$ cat src/rtl/ctc_greedy_decoder_unit_assert.svh
// Assertion macros for the CTC greedy decoder.
`ifndef CTC_GREEDY_DECODER_UNIT_ASSERT_SVH
`define CTC_GREEDY_DECODER_UNIT_ASSERT_SVH

// Same-cycle implication, disabled during reset.
`define CGD_ASSERT_IMP(label, clk, rst_n, ante, cons) \
    label: assert property (@(posedge clk) disable iff (!rst_n) (ante) |-> (cons)) \
        else $error("cgd: same-cycle check failed");

// Next-cycle implication, disabled during reset.
`define CGD_ASSERT_NXT(label, clk, rst_n, ante, cons) \
    label: assert property (@(posedge clk) disable iff (!rst_n) (ante) |=> (cons)) \
        else $error("cgd: next-cycle check failed");

`endif

$ cat src/rtl/cgd_pkg.sv
`default_nettype none

package cgd_pkg;

    localparam int MAX_CLASSES_DEF = 128;
    localparam int MAX_STEPS_DEF   = 64;

    localparam int PROB_W     = 8;
    localparam int CLASS_W    = 7;
    localparam int CSET_W     = 8;
    localparam int CONF_W     = 8;
    localparam int CNT_W      = 7;
    localparam int CFG_IDX_W  = 4;
    localparam int CFG_DATA_W = 8;

    localparam logic [CFG_IDX_W-1:0] CFG_BLANK_CLASS  = 4'd0;
    localparam logic [CFG_IDX_W-1:0] CFG_CHARSET_SIZE = 4'd1;

    localparam logic KIND_CHAR    = 1'b0;
    localparam logic KIND_SUMMARY = 1'b1;

    typedef struct packed {
        logic busy;
        logic done;
    } t_div_stat;

endpackage

`default_nettype wire

$ cat src/rtl/cgd_divider.sv
`default_nettype none

// Restoring divider, one quotient bit per cycle.
module cgd_divider
    import cgd_pkg::*;
#(
    parameter int NUM_W = 14,
    parameter int DEN_W = 7
) (
    input  wire logic             i_clk,
    input  wire logic             i_rst_n,
    input  wire logic             i_start,
    input  wire logic [NUM_W-1:0] i_num,
    input  wire logic [DEN_W-1:0] i_den,
    output logic      [NUM_W-1:0] o_quot,
    output t_div_stat             o_stat
);

    localparam int STEP_W = $clog2(NUM_W + 1);

    logic              r_busy;
    logic              r_done;
    logic [STEP_W-1:0] r_step;
    logic [DEN_W-1:0]  r_rem;
    logic [DEN_W-1:0]  r_den;
    logic [NUM_W-1:0]  r_num;

    logic [DEN_W:0]    trial;
    logic [DEN_W:0]    diff;
    logic              fits;
    logic [DEN_W-1:0]  n_rem;

    always_comb begin
        trial = {r_rem, r_num[NUM_W-1]};
        diff  = trial - {1'b0, r_den};
        fits  = trial >= {1'b0, r_den};
        n_rem = fits ? diff[DEN_W-1:0] : trial[DEN_W-1:0];
    end

    always_ff @(posedge i_clk) begin
        if (!i_rst_n) begin
            r_busy <= 1'b0;
            r_done <= 1'b0;
            r_step <= '0;
        end else begin
            r_done <= 1'b0;
            if (i_start) begin
                r_busy <= 1'b1;
                r_step <= STEP_W'(NUM_W);
            end else if (r_busy) begin
                r_step <= r_step - STEP_W'(1);
                if (r_step == STEP_W'(1)) begin
                    r_busy <= 1'b0;
                    r_done <= 1'b1;
                end
            end
        end
    end

    // Quotient bits shift in behind the numerator bits.
    always_ff @(posedge i_clk) begin
        if (i_start) begin
            r_rem <= '0;
            r_den <= i_den;
            r_num <= i_num;
        end else if (r_busy) begin
            r_rem <= n_rem;
            r_num <= {r_num[NUM_W-2:0], fits};
        end
    end

    assign o_quot      = r_num;
    assign o_stat.busy = r_busy;
    assign o_stat.done = r_done;

endmodule

`default_nettype wire

$ cat src/rtl/ctc_greedy_decoder_unit.sv
// CTC greedy decoder: one class probability word per accepted input.
// A character word is held in the pending register until the output register is free.
// Inputs that neither emit nor end the sequence are taken back to back; an emitting input
// stalls input until its word is loaded; a sequence end waits on the divider for the mean.
// Reset (synchronous, active low) clears the sequence state and restores blank 0, charset 96.
`default_nettype none
`include "ctc_greedy_decoder_unit_assert.svh"

module ctc_greedy_decoder_unit
    import cgd_pkg::*;
#(
    parameter int MAX_CLASSES = MAX_CLASSES_DEF,
    parameter int MAX_STEPS   = MAX_STEPS_DEF
) (
    input  wire logic                  i_clk,
    input  wire logic                  i_rst_n,
    input  wire logic                  i_cfg_valid,
    output logic                       o_cfg_ready,
    input  wire logic [CFG_IDX_W-1:0]  i_cfg_index,
    input  wire logic [CFG_DATA_W-1:0] i_cfg_data,
    input  wire logic                  i_in_valid,
    output logic                       o_in_ready,
    input  wire logic [PROB_W-1:0]     i_prob,
    input  wire logic                  i_last_class,
    input  wire logic                  i_last_step,
    output logic                       o_out_valid,
    input  wire logic                  i_out_ready,
    output logic                       o_kind,
    output logic      [CLASS_W-1:0]    o_class_index,
    output logic                       o_unknown_char,
    output logic      [PROB_W-1:0]     o_char_prob,
    output logic      [CONF_W-1:0]     o_confidence,
    output logic      [CNT_W-1:0]      o_char_count,
    output logic                       o_last
);

    localparam int CW   = $clog2(MAX_CLASSES);
    localparam int CNTW = $clog2(MAX_CLASSES + 1);
    localparam int EW   = $clog2(MAX_STEPS + 1);
    localparam int SW   = PROB_W + EW;

    localparam logic [1:0] S_IDLE = 2'd0;
    localparam logic [1:0] S_CHAR = 2'd1;
    localparam logic [1:0] S_DIV  = 2'd2;
    localparam logic [1:0] S_SUM  = 2'd3;

    logic [1:0]         r_state,      n_state;
    logic [CNTW-1:0]    r_cnt,        n_cnt;
    logic [PROB_W-1:0]  r_best_prob,  n_best_prob;
    logic [CW-1:0]      r_best_class, n_best_class;
    logic [CLASS_W-1:0] r_prev_class, n_prev_class;
    logic               r_prev_valid, n_prev_valid;
    logic [SW-1:0]      r_sum,        n_sum;
    logic [EW-1:0]      r_emit,       n_emit;
    logic [CLASS_W-1:0] r_blank;
    logic [CSET_W-1:0]  r_charset;

    logic [CLASS_W-1:0] r_pend_class;
    logic [PROB_W-1:0]  r_pend_prob;
    logic               r_pend_seq;

    logic               r_out_valid;

    logic               in_acc;
    logic               take;
    logic [PROB_W-1:0]  cur_prob;
    logic [CW-1:0]      cur_class;
    logic [CW+6:0]      cls_ext;
    logic [CLASS_W-1:0] idx;
    logic               emit;
    logic               out_free;
    logic               pend_load;
    logic               load_char;
    logic               load_sum;
    logic               div_start;
    logic [SW-1:0]      div_quot;
    t_div_stat          div_stat;
    logic [EW+6:0]      cnt_ext;

    assign o_cfg_ready = 1'b1;
    assign o_in_ready  = (r_state == S_IDLE);
    assign in_acc      = i_in_valid && o_in_ready;
    assign out_free    = !r_out_valid || i_out_ready;

    // Running argmax; positions past the class limit drop out.
    always_comb begin
        take      = (r_cnt < CNTW'(MAX_CLASSES)) && ((r_cnt == '0) || (i_prob > r_best_prob));
        cur_prob  = take ? i_prob : r_best_prob;
        cur_class = take ? r_cnt[CW-1:0] : r_best_class;
        cls_ext   = {7'b0, cur_class};
        idx       = cls_ext[CLASS_W-1:0];
        emit      = (idx != r_blank) && !(r_prev_valid && (idx == r_prev_class))
                    && (r_emit < EW'(MAX_STEPS));
        cnt_ext   = {7'b0, r_emit};
    end

    always_comb begin
        n_state      = r_state;
        n_cnt        = r_cnt;
        n_best_prob  = r_best_prob;
        n_best_class = r_best_class;
        n_prev_class = r_prev_class;
        n_prev_valid = r_prev_valid;
        n_sum        = r_sum;
        n_emit       = r_emit;
        pend_load    = 1'b0;
        load_char    = 1'b0;
        load_sum     = 1'b0;
        div_start    = 1'b0;
        unique case (r_state)
            S_IDLE: begin
                if (in_acc) begin
                    if (r_cnt < CNTW'(MAX_CLASSES)) begin
                        n_cnt = r_cnt + CNTW'(1);
                    end
                    n_best_prob  = cur_prob;
                    n_best_class = cur_class;
                    if (i_last_class) begin
                        n_cnt        = '0;
                        n_best_prob  = '0;
                        n_best_class = '0;
                        n_prev_class = idx;
                        n_prev_valid = 1'b1;
                        if (emit) begin
                            n_sum     = r_sum + SW'(cur_prob);
                            n_emit    = r_emit + EW'(1);
                            pend_load = 1'b1;
                            n_state   = S_CHAR;
                        end else if (i_last_step) begin
                            div_start = 1'b1;
                            n_state   = S_DIV;
                        end
                        if (i_last_step) begin
                            n_prev_class = '0;
                            n_prev_valid = 1'b0;
                        end
                    end
                end
            end
            S_CHAR: begin
                if (out_free) begin
                    load_char = 1'b1;
                    if (r_pend_seq) begin
                        div_start = 1'b1;
                        n_state   = S_DIV;
                    end else begin
                        n_state = S_IDLE;
                    end
                end
            end
            S_DIV: begin
                if (div_stat.done) begin
                    n_state = S_SUM;
                end
            end
            S_SUM: begin
                if (out_free) begin
                    load_sum = 1'b1;
                    n_sum    = '0;
                    n_emit   = '0;
                    n_state  = S_IDLE;
                end
            end
            default: n_state = S_IDLE;
        endcase
    end

    always_ff @(posedge i_clk) begin
        if (!i_rst_n) begin
            r_state      <= S_IDLE;
            r_cnt        <= '0;
            r_best_prob  <= '0;
            r_best_class <= '0;
            r_prev_class <= '0;
            r_prev_valid <= 1'b0;
            r_sum        <= '0;
            r_emit       <= '0;
            r_blank      <= '0;
            r_charset    <= CSET_W'(96);
            r_out_valid  <= 1'b0;
        end else begin
            r_state      <= n_state;
            r_cnt        <= n_cnt;
            r_best_prob  <= n_best_prob;
            r_best_class <= n_best_class;
            r_prev_class <= n_prev_class;
            r_prev_valid <= n_prev_valid;
            r_sum        <= n_sum;
            r_emit       <= n_emit;
            if (i_cfg_valid && o_cfg_ready) begin
                unique case (i_cfg_index)
                    CFG_BLANK_CLASS:  r_blank   <= i_cfg_data[CLASS_W-1:0];
                    CFG_CHARSET_SIZE: r_charset <= i_cfg_data[CSET_W-1:0];
                    default: ;
                endcase
            end
            if (load_char || load_sum) begin
                r_out_valid <= 1'b1;
            end else if (i_out_ready) begin
                r_out_valid <= 1'b0;
            end
        end
    end

    // Hold the character word until the output register frees up.
    always_ff @(posedge i_clk) begin
        if (pend_load) begin
            r_pend_class <= idx;
            r_pend_prob  <= cur_prob;
            r_pend_seq   <= i_last_step;
        end
    end

    always_ff @(posedge i_clk) begin
        if (load_char) begin
            o_kind         <= KIND_CHAR;
            o_class_index  <= r_pend_class;
            o_unknown_char <= {1'b0, r_pend_class} >= r_charset;
            o_char_prob    <= r_pend_prob;
            o_confidence   <= '0;
            o_char_count   <= '0;
            o_last         <= !r_pend_seq;
        end else if (load_sum) begin
            o_kind         <= KIND_SUMMARY;
            o_class_index  <= '0;
            o_unknown_char <= 1'b0;
            o_char_prob    <= '0;
            o_confidence   <= (r_emit == '0) ? '0 : div_quot[CONF_W-1:0];
            o_char_count   <= cnt_ext[CNT_W-1:0];
            o_last         <= 1'b1;
        end
    end

    assign o_out_valid = r_out_valid;

    cgd_divider #(
        .NUM_W (SW),
        .DEN_W (EW)
    ) u_div (
        .i_clk   (i_clk),
        .i_rst_n (i_rst_n),
        .i_start (div_start),
        .i_num   (r_sum),
        .i_den   (r_emit),
        .o_quot  (div_quot),
        .o_stat  (div_stat)
    );

    `CGD_ASSERT_IMP(a_emit_bound, i_clk, i_rst_n, 1'b1, r_emit <= EW'(MAX_STEPS))
    `CGD_ASSERT_IMP(a_div_in_state, i_clk, i_rst_n, div_stat.busy, r_state == S_DIV)
    `CGD_ASSERT_IMP(a_sum_is_last, i_clk, i_rst_n, o_out_valid && o_kind == KIND_SUMMARY, o_last)
    `CGD_ASSERT_NXT(a_seq_end_busy, i_clk, i_rst_n, in_acc && i_last_class && i_last_step, r_state != S_IDLE)

endmodule

`default_nettype wire
$ cat config.mk
export PLATFORM = sky130hd
export DESIGN_NAME = ctc_greedy_decoder_unit
export DESIGN_NICKNAME = d
export VERILOG_FILES = /design/src/rtl/cgd_pkg.sv /design/src/rtl/cgd_divider.sv /design/src/rtl/ctc_greedy_decoder_unit.sv
export VERILOG_INCLUDE_DIRS = /design/src /design/src/rtl
export SDC_FILE = /design/constraint.sdc
export NUM_CORES = 1
export LEC_CHECK = 0
export BUFFER_PORTS_ARGS = -buffer_cell sky130_fd_sc_hd__buf_2
export CAP_MARGIN = 15
export CORE_UTILIZATION = 45
export DETAILED_ROUTE_END_ITERATION = 10
export GPL_TIMING_DRIVEN = 0
export RECOVER_POWER = 50
export SLEW_MARGIN = 20
export SYNTH_ARGS = -nofsm -noshare
export SYNTH_HDL_FRONTEND = slang
export SYNTH_SLANG_ARGS = --single-unit
$ cat constraint.sdc
create_clock -name i_clk -period 5.9 [get_ports i_clk]
set_input_delay 0.295 -clock i_clk [delete_from_list [all_inputs] [get_ports i_clk]]
set_output_delay 0.295 -clock i_clk [all_outputs]
set_load 0.01 [all_outputs]
==> impl_metrics.csv, run 1 <==
group,metric,value,unit
setup_path,cpMostUsedCell,"o21ai_0",
timing,fmax,197,MHz
setup_path,cp_cell_sequence,"inv_1 -> ha_1 -> nand4_1 -> a21oi_1 -> o21ai_2 -> o21ai_0 -> ha_1 -> inv_1 -> fa_1 -> nor2b_1 -> o21ai_0 -> a21boi_0 -> o21ai_0 -> a21boi_0 -> o21a_1 -> nor2_1 -> or3b_2 -> or3_1 -> a21oi_1",
floorplan,fp.dieW,131,um
clock_tree,path_clk_slew,0.06,ns
timing,timing.hold.ws,0.113,ns
finish,n_fill_cell,1458,
timing,hold_viol,0,
logic_synthesis,synth_nets,794,
detailed_routing,wl_per_cell,16.9,um
logic_synthesis,synth-edff-count,55,
clock_tree,ctsResizeCount,0,
clock_tree,cts.htree.levels,4,
finish,final_cells,1038,
logic_synthesis,synth.avg_cell_area,10.3,um2
floorplan,placementRows,46,
logic_synthesis,netlist_area,7490,um2
power_and_ir_drop,switching_share,25.6,%
clock_tree,cts_setup_buffers,0,
power_and_ir_drop,seq_power_share,44.0,%
floorplan,start_util,46.6,%
timing,fin_skew,0.00911,ns
setup_path,worstPathArrival,5.44,ns
global_routing,grt_usage,22.1,%
timing,finalCritPeriodShare,86.1,%
timing,rsz0062_at_grt,"false",
setup_path,crit_path_max_fanout,10,
global_routing,antenna_found_initial,0,
logic_synthesis,synth_top_area_share,26.7,%
setup_path,worstPathRequired,6.26,ns
detailed_routing,drt_iter0_drc,275,
logic_synthesis,async_reset_ff_share,0,%
setup_path,slowest_stage,"a21oi_1",
power_and_ir_drop,powerDensity,320,nW/um2
setup_path,crit_family,"compound AO/OA/AOI/OAI gates",
finish,final_nets,873,
logic_synthesis,synthCells,729,
logic_synthesis,yosys_warnings,0,
setup_path,cpPeakStageDelay,0.50,ns
global_routing,grt_max_degree,19,
timing,finalSetupTns,0,ns
timing,slew_viol_final,0,
timing,tightestPinTransition,0.963,ns
place,routabilityCongestion,0.884,
clock_tree,cts_tree,"done",
floorplan,io_pins,63,
detailed_routing,vias,5687,
clock_tree,cts_hold_buffers,0,
clock_tree,clock_latency,0.43,ns
timing,setup_viol,0,
floorplan,fp.dieArea,17200,um2
floorplan,die_y,131,um
detailed_routing,drt_pass1_iterations,5,
hold_path,min_path_type,"in2reg",
run,maxCapViolCount,0,
power_and_ir_drop,clockPowerShare,41.6,%
power_and_ir_drop,cellLeakagePower,3.23,nW
clock_tree,cts.sinks,155,
logic_synthesis,yosys-top-cells-area,"dfxtp_1 27%, edfxtp_1 22%, ha_1 6.0%",
detailed_routing,drc,0,
power_and_ir_drop,pwr-share-comb,14.3,%
detailed_routing,wirelength,17600,um
setup_path,worstSetupPathType,"reg2reg",
logic_synthesis,synth_top_area_cell,"dfxtp_1",
power_and_ir_drop,ir_drop,0.000220,V
power_and_ir_drop,power_switching,0.706,mW
clock_tree,clk_path_buf_depth,2,
timing,maxSlewHeadroom,35.5,%
detailed_routing,vias_per_cell,5.48,
place,dp_hpwl,13000,um
place,dp_cells,1005,
timing,fin_crit,5.08,ns
global_routing,grt-ovfl-total,0,
setup_path,crit_path_end_kind,"flop",
finish,multiInputGateArea,3560,um2
setup_path,path_buf_inv,2,
logic_synthesis,ys_seq_area_share,48.8,%
logic_synthesis,synth-seq-cells,155,
finish,area_growth,15.3,%
clock_tree,cts_buffers,17,
floorplan,core-area,16100,um2
logic_synthesis,ys.flop_type,"dfxtp_1",
detailed_routing,ant_nets,0,
place,io_buffers,59,
power_and_ir_drop,p_int,2.05,mW
finish,regArea,3650,um2
clock_tree,cts_root_buf,"clkbuf_16",
finish,drive_gt1_share,9.87,%
logic_synthesis,synth.distinct_cells,57,
run_status,status,"completed",
setup_path,start_kind,"flop",
global_routing,grt_pass1_vias,5477,
global_routing,grt_pass1_wl,28300,um
==> worst min-delay path, delay by kind of cell <==
kind,cells,cell delay (ns)
mux,1,0.06
buf+inv,1,0.09
simple gates,1,0.06
==> sequential cells by signal, summed over array words and instances (netlist names), 4 cells and up <==
name,cells
r_best_prob,8
r_prev_class,7
o_char_count,7
r_best_class,7
u_div.r_rem,7
o_confidence,8
r_emit,7
u_div.r_den,7
r_pend_prob,8
o_class_index,7
r_charset,8
r_cnt,8
r_blank,7
u_div.r_step,4
r_sum,15
r_pend_class,7
u_div.o_quot,15
o_char_prob,8
==> metal layers <==
metal / vias up / global-route usage (%) / share of wire [%]
met2: 134 / 34.1 / 45
li1: 2803 / - / -
met5: - / 0 / 0
met4: 0 / 8.92 / 1.5
met3: 25 / 5.05 / 5.2
met1: 2725 / 29.9 / 48
==> kinds of logic (layout without fill, tap and decap cells) <==
group / after synthesis / after routing / share of synthesized area [%]
flip-flops: 155 / 155 / 48.8
multiplexers: 43 / 43 / 6.12
other: 1 / 2 / 0.0501
AND/OR/NAND/NOR: 228 / 228 / 16.7
buffers and inverters: 70 / 162 / 3.66
AO/OA/AOI/OAI: 182 / 182 / 16.7
XOR/XNOR: 12 / 12 / 1.40
adder cells (fa/ha/maj): 38 / 38 / 6.55
==> final cells by class <==
class	count	area share [%]
clock buffers	20	5.17
clock inverters	12	2.00
plain buffers	28	1.35
repair buffers	60	2.94
inverters	42	1.83
diodes	1	0.0290
well taps	216	3.13
multi-input cells	504	41.2
flip-flops and latches	155	42.3
==> path summary, 6_finish.rpt <==
check                 startpoint            to  slack (ns)  cells past startpoint
hold / removal     i_cfg_data[5]  r_charset[5]        0.11                      3
hold reg to reg           o_kind        o_kind        0.46                      2
setup reg to reg  r_best_prob[7]     r_sum[14]        0.82                     19
setup / recovery  r_best_prob[7]     r_sum[14]        0.82                     19
==> cell usage after synthesis, types with 2 or more instances <==
cell type,count
nand4_1,9
o211ai_1,9
or3b_1,2
a31oi_1,2
mux2i_1,21
mux2_1,15
and3_1,10
a21oi_1,49
xnor2_1,7
nand3_1,7
dfxtp_1,100
nand2_1,55
inv_1,42
nor2_1,24
nor4_1,7
a211oi_1,4
mux2_2,7
ha_1,36
o21ai_1,8
a22o_1,12
a21boi_1,8
clkbuf_1,20
nor4b_1,2
nor3_1,9
xor2_1,5
nor2b_1,47
a21o_1,8
o21ai_0,24
nand2b_1,10
fa_1,2
edfxtp_1,55
or3_1,13
o21a_1,15
o31ai_1,3
a21boi_0,2
or4_1,4
a22oi_1,25
a41oi_2,7
and2_1,21
buf_2,6
==> cell usage in the layout, fill, tap and decap left out, drive strengths merged, types with 9 or more instances in the layout <==
cell type  Yosys  final
dfxtp        100    100
clkbuf        20     78
nand2         56     56
edfxtp        55     55
a21oi         49     49
nor2b         47     47
inv           42     42
ha            36     36
o21ai         33     33
buf            8     30
a22oi         25     25
nor2          25     25
and2          22     22
mux2          22     22
mux2i         21     21
o21a          16     16
or3           13     13
a22o          12     12
nand2b        10     10
and3          10     10
a21boi        10     10
nor3           9      9
nand4          9      9
o211ai         9      9
==> stage by stage <==
stage	utilization [%]	instance area, um2	power, mW	setup slack, ns
after CTS	54.1	8690	2.78	0.800
after detailed placement	50.2	8070	1.63	0.786
after global routing	53.7	8630	2.89	0.334
after floorplan	-	7490	1.52	1.67
final	53.8	8630	2.76	0.822
after global placement	50.1	8050	1.62	0.858
==> power groups by stage <==
stage | clock, mW | combinational (mW) | sequential (mW)
6_report | 1.15 | 0.395 | 1.22
5_1_grt | 1.22 | 0.448 | 1.22
4_1_cts | 1.17 | 0.400 | 1.22
3_5_place_dp | 0 | 0.397 | 1.24
3_3_place_gp | 0 | 0.382 | 1.23
2_1_floorplan | 0 | 0.296 | 1.23
Note: power is estimated with default switching activity, not from simulation.
==> run 2: changes to the inputs <==
Settings changed: CORE_ASPECT_RATIO set to 1.75.
==> impl_metrics.csv, run 2 (synthesized netlist as in run 1, its figures left out) <==
group,metric,value,unit
floorplan,core-area,16400,um2
setup_path,cpMostUsedCell,"o21ai_0",
power_and_ir_drop,switching_share,25.5,%
setup_path,slowest_stage,"o21ai_0",
floorplan,fp.dieW,99.5,um
clock_tree,cts_root_buf,"clkbuf_16",
setup_path,cpPeakStageDelay,0.52,ns
global_routing,grt-ovfl-total,0,
power_and_ir_drop,ir_drop,0.000164,V
finish,regArea,3650,um2
power_and_ir_drop,clockPowerShare,41.4,%
global_routing,grt_pass1_wl,30300,um
finish,drive_gt1_share,9.98,%
run,maxCapViolCount,0,
timing,maxSlewHeadroom,40.2,%
finish,final_nets,874,
power_and_ir_drop,pwr-share-comb,14.3,%
setup_path,start_kind,"flop",
setup_path,path_buf_inv,2,
global_routing,grt_usage,23.4,%
timing,setup_viol,0,
timing,worst_slack,0.638,ns
clock_tree,cts_hold_buffers,0,
clock_tree,clk_path_buf_depth,2,
clock_tree,cts.sinks,155,
power_and_ir_drop,power_switching,0.700,mW
power_and_ir_drop,seq_power_share,44.3,%
power_and_ir_drop,cellLeakagePower,3.25,nW
power_and_ir_drop,p_int,2.05,mW
place,dp_slack,0.687,ns
timing,fin_crit,5.26,ns
global_routing,antenna_found_initial,0,
clock_tree,cts_setup_buffers,0,
detailed_routing,drc,0,
setup_path,crit_path_max_fanout,10,
finish,final_cell_mix,"100 x dfxtp_1, 62 x clkbuf_1, 55 x nand2_1, 55 x edfxtp_1, 49 x a21oi_1",
finish,antenna_cells,0,
setup_path,crit_path_end_kind,"flop",
power_and_ir_drop,powerDensity,318,nW/um2
timing,fin_skew,0.00883,ns
detailed_routing,drt_iter0_drc,214,
setup_path,crit_family,"compound AO/OA/AOI/OAI gates",
power_and_ir_drop,p_total,2.75,mW
place,dp_hpwl,14600,um
floorplan,start_util,45.7,%
detailed_routing,vias,5767,
setup_path,worstPathRequired,6.25,ns
timing,tightestPinTransition,0.897,ns
hold_path,min_path_type,"in2reg",
timing,finalSetupTns,0,ns
finish,final_common_cell,"dfxtp_1",
clock_tree,cts_buffers,17,
floorplan,fp.dieArea,17200,um2
setup_path,cp_cell_sequence,"inv_1 -> ha_1 -> nor2b_1 -> o211ai_1 -> a21oi_1 -> o21ai_2 -> o21ai_0 -> ha_1 -> inv_1 -> fa_1 -> nor2b_1 -> o21ai_0 -> a21boi_0 -> o21ai_0 -> a21boi_0 -> o21a_1 -> nor2_1 -> or3b_2 -> or3_1 -> a21oi_1",
run_status,status,"completed",
global_routing,grt_pass1_vias,5893,
floorplan,io_pins,63,
clock_tree,ctsResizeCount,0,
timing,fmax,190,MHz
global_routing,grt_max_degree,19,
detailed_routing,wirelength,19000,um
floorplan,placementRows,62,
detailed_routing,wl_per_cell,18.2,um
place,routabilityCongestion,0.950,
detailed_routing,vias_per_cell,5.51,
timing,rsz0062_at_grt,"false",
clock_tree,clock_latency,0.42,ns
setup_path,worstSetupPathType,"reg2reg",
clock_tree,cts.htree.levels,4,
detailed_routing,drt_pass1_iterations,5,
finish,n_fill_cell,1485,
floorplan,die_y,173,um
place,io_buffers,59,
finish,area_growth,15.5,%
finish,multiInputGateArea,3560,um2
detailed_routing,ant_nets,0,
clock_tree,path_clk_slew,0.06,ns
timing,finalCritPeriodShare,89.2,%
clock_tree,cts_tree,"done",
timing,slew_viol_final,0,
setup_path,worstPathArrival,5.61,ns
timing,hold_viol,0,
run 2: worst register-to-register path: stages (launching register included):
cell      delay [ns]
dfxtp_1         0.35
inv_1           0.05
ha_1            0.28
nor2b_1         0.13
o211ai_1        0.16
a21oi_1         0.50
o21ai_2         0.31
o21ai_0         0.52
ha_1            0.28
inv_1           0.07
fa_1            0.39
nor2b_1         0.16
o21ai_0         0.11
a21boi_0        0.26
o21ai_0         0.14
a21boi_0        0.29
o21a_1          0.15
nor2_1          0.10
or3b_2          0.49
or3_1           0.31
a21oi_1         0.15
run 2: metal layers:
metal / global-route usage (%) / wire length, um
met5: 0 / 0
met4: 11.2 / 658
met3: 4.65 / 697
met2: 44.4 / 10700
met1: 23.9 / 6930
run 2: final timing paths:
| kind | from | endpoint | slack [ns] | cells past startpoint |
|---|---|---|---|---|
| min | i_cfg_data[5] | r_charset[5] | 0.11 | 3 |
| max reg2reg | r_best_prob[1] | r_sum[14] | 0.64 | 20 |
| max | r_best_prob[1] | r_sum[14] | 0.64 | 20 |
| min reg2reg | o_kind | o_kind | 0.44 | 2 |
run 2: power groups by stage:
stage	logic (mW)	clock network, mW	registers [mW]
global placement	0.382	0	1.24
global route	0.447	1.20	1.22
finish	0.394	1.14	1.22
detailed placement	0.396	0	1.24
CTS	0.399	1.16	1.22
floorplan	0.296	0	1.23
run 2: stage by stage:
stage                     instance area, um2  utilization, %  std cells  hold WS (ns)
after CTS                               8700            53.1       1046        0.0986
after global routing                    8640            52.8       1046         0.101
after detailed placement                8090            49.4       1014         0.435
after floorplan                         7490               -        729         0.385
after global placement                  8060            49.3       1012         0.432
final                                   8640            52.8       1046         0.112
run 2: area by class of cell:
type / count / share of cell area (%)
plain buffers: 28 / 1.35
clock buffers: 21 / 5.10
clock inverters: 11 / 1.95
inverters: 42 / 1.82
multi-input cells: 504 / 41.2
flip-flops and latches: 155 / 42.3
well taps: 224 / 3.24
repair buffers: 61 / 3.07
==> run 3: changes to the inputs <==
Settings changed: BUFFER_PORTS_ARGS -buffer_cell sky130_fd_sc_hd__buf_2 to -buffer_cell sky130_fd_sc_hd__buf_4.
==> impl_metrics.csv, run 3 (synthesized netlist as in run 1, its figures left out) <==
group,metric,value,unit
clock_tree,cts_buffers,17,
timing,maxSlewHeadroom,37.0,%
setup_path,cpMostUsedCell,"o21ai_0",
setup_path,r2r_cells,19,
hold_path,whs_path_depth,3,
place,io_buffers,59,
detailed_routing,drt_pass1_iterations,5,
hold_path,hold_end,"r_charset[6]",
timing,hold_viol,0,
setup_path,worstPathRequired,6.25,ns
global_routing,grt_max_degree,19,
global_routing,antenna_found_initial,0,
power_and_ir_drop,powerDensity,314,nW/um2
setup_path,crit_path_max_fanout,10,
timing,rsz0062_at_grt,"false",
detailed_routing,wl_per_cell,18.3,um
floorplan,core-area,16400,um2
timing,fmax,188,MHz
detailed_routing,vias,5756,
timing,fin_skew,0.00948,ns
clock_tree,clk_path_buf_depth,2,
detailed_routing,ant_nets,0,
clock_tree,cts.htree.levels,4,
detailed_routing,wirelength,19100,um
clock_tree,cts.sinks,155,
setup_path,crit_path_end_kind,"flop",
timing,worst_slack,0.567,ns
setup_path,worstSetupPathType,"reg2reg",
timing,finalCritPeriodShare,90.4,%
setup_path,worstPathArrival,5.68,ns
place,routabilityCongestion,0.885,
timing,setup_viol,0,
timing,finalSetupTns,0,ns
finish,antenna_cells,0,
timing,slew_viol_final,0,
floorplan,start_util,45.7,%
global_routing,grt.busiest_layer,"met2",
timing,fin_crit,5.33,ns
setup_path,cp_cell_sequence,"inv_1 -> ha_1 -> nand4_1 -> a21oi_1 -> o21ai_2 -> o21ai_0 -> ha_1 -> inv_1 -> fa_1 -> nor2b_1 -> o21ai_0 -> a21boi_0 -> o21ai_0 -> a21boi_0 -> o21a_1 -> nor2_1 -> or3b_2 -> or3_1 -> a21oi_1",
floorplan,io_pins,63,
place,dp_slack,0.545,ns
global_routing,gr-usage-met3,3.56,%
setup_path,r2r_slack,0.57,ns
finish,area_growth,16.0,%
floorplan,fp.dieW,99.5,um
global_routing,grt_pass1_wl,30700,um
global_routing,grt_pass1_vias,5931,
clock_tree,cts_hold_buffers,0,
finish,final_nets,873,
clock_tree,ctsResizeCount,0,
place,dp_cells,1013,
global_routing,gr-usage-met1,24.1,%
finish,final_common_cell,"dfxtp_1",
power_and_ir_drop,cellLeakagePower,3.27,nW
hold_path,min_path_type,"in2reg",
detailed_routing,drc,0,
hold_path,hold_start,"i_cfg_data[6]",
detailed_routing,drt_iter0_drc,258,
finish,utilization,53.1,%
global_routing,grt_usage,23.4,%
power_and_ir_drop,ir_drop,0.000186,V
setup_path,start_kind,"flop",
clock_tree,cts_root_buf,"clkbuf_16",
floorplan,fp.dieArea,17200,um2
global_routing,grt-ovfl-total,0,
setup_path,slowest_stage,"o21ai_0",
place,dp_hpwl,14800,um
floorplan,placementRows,62,
finish,final_cells,1045,
timing,timing.hold.ws,0.0970,ns
clock_tree,path_clk_slew,0.07,ns
detailed_routing,vias_per_cell,5.51,
clock_tree,cts_setup_buffers,0,
clock_tree,cts_tree,"done",
global_routing,met2_usage,44.4,%
floorplan,die_y,173,um
setup_path,r2r-start,"r_best_prob[7]",
run_status,status,"completed",
finish,final_cell_mix,"100 x dfxtp_1, 58 x clkbuf_1, 55 x nand2_1, 55 x edfxtp_1, 49 x a21oi_1",
finish,drive_gt1_share,10.1,%
run,maxCapViolCount,0,
timing,tightestPinTransition,0.945,ns
setup_path,worst_r2r_endpoint,"r_sum[14]",
clock_tree,clock_latency,0.42,ns
setup_path,cpPeakStageDelay,0.62,ns
## run 3: cell types whose count changed in the layout (fill, tap and decap cells not counted), sizes merged
cell      previous run  this run
inv                 43        48
clkbuf              79        80
buf                 31        29
bufinv               4         0
clkinvlp             1         0
## run 3: worst max-delay path by stage
stage	start	to	slack (ns)	cells after the start
after CTS	r_best_prob[7]	r_sum[14]	0.53	19
after global placement	i_prob[7]	r_sum[14]	0.74	19
after global routing	r_best_prob[7]	r_sum[14]	0.09	19
after detailed placement	i_prob[7]	r_sum[14]	0.54	19
final	r_best_prob[7]	r_sum[14]	0.57	19
after floorplan	r_best_prob[7]	r_sum[14]	1.67	21
## run 3: layout make-up
type / count / area, um2
Buffer: 28 / 116
Timing Repair Buffer: 60 / 312
Inverter: 42 / 158
Clock buffer: 21 / 514
Fill cell: 1506 / 7680
Multi-Input combinational cell: 504 / 3560
Sequential cell: 155 / 3650
Tap cell: 224 / 280
Clock inverter: 11 / 93.8
## run 3: routing by layer
| layer | vias up | share of wire, % |
|---|---|---|
| met5 | - | 0 |
| met4 | 0 | 4.4 |
| met3 | 50 | 2.8 |
| met2 | 132 | 56 |
| met1 | 2782 | 37 |
| li1 | 2792 | - |
## run 3: power breakdown
part	internal (mW)	switching [mW]	total [mW]	leakage [nW]
Clock	0.637	0.469	1.11	0.300
Sequential	1.17	0.0414	1.22	1.31
Combinational	0.167	0.237	0.404	1.65
Total	1.98	0.748	2.73	3.27
## run 3: through the flow
step	total power [mW]	cell area (um2)
CTS	2.76	8830
detailed placement	1.65	8230
global placement	1.63	8210
floorplan	1.52	7490
global route	2.84	8690
finish	2.73	8690
## run 3: critical path, delay by kind of cell (launching register included)
| kind | cells | cell delay (ns) |
|---|---|---|
| AOI/OAI and AO/OA | 9 | 2.52 |
| adders and majority gates | 3 | 1.00 |
| buffers and inverters | 2 | 0.12 |
| DFF | 1 | 0.36 |
| and+or+nand+nor | 5 | 1.27 |
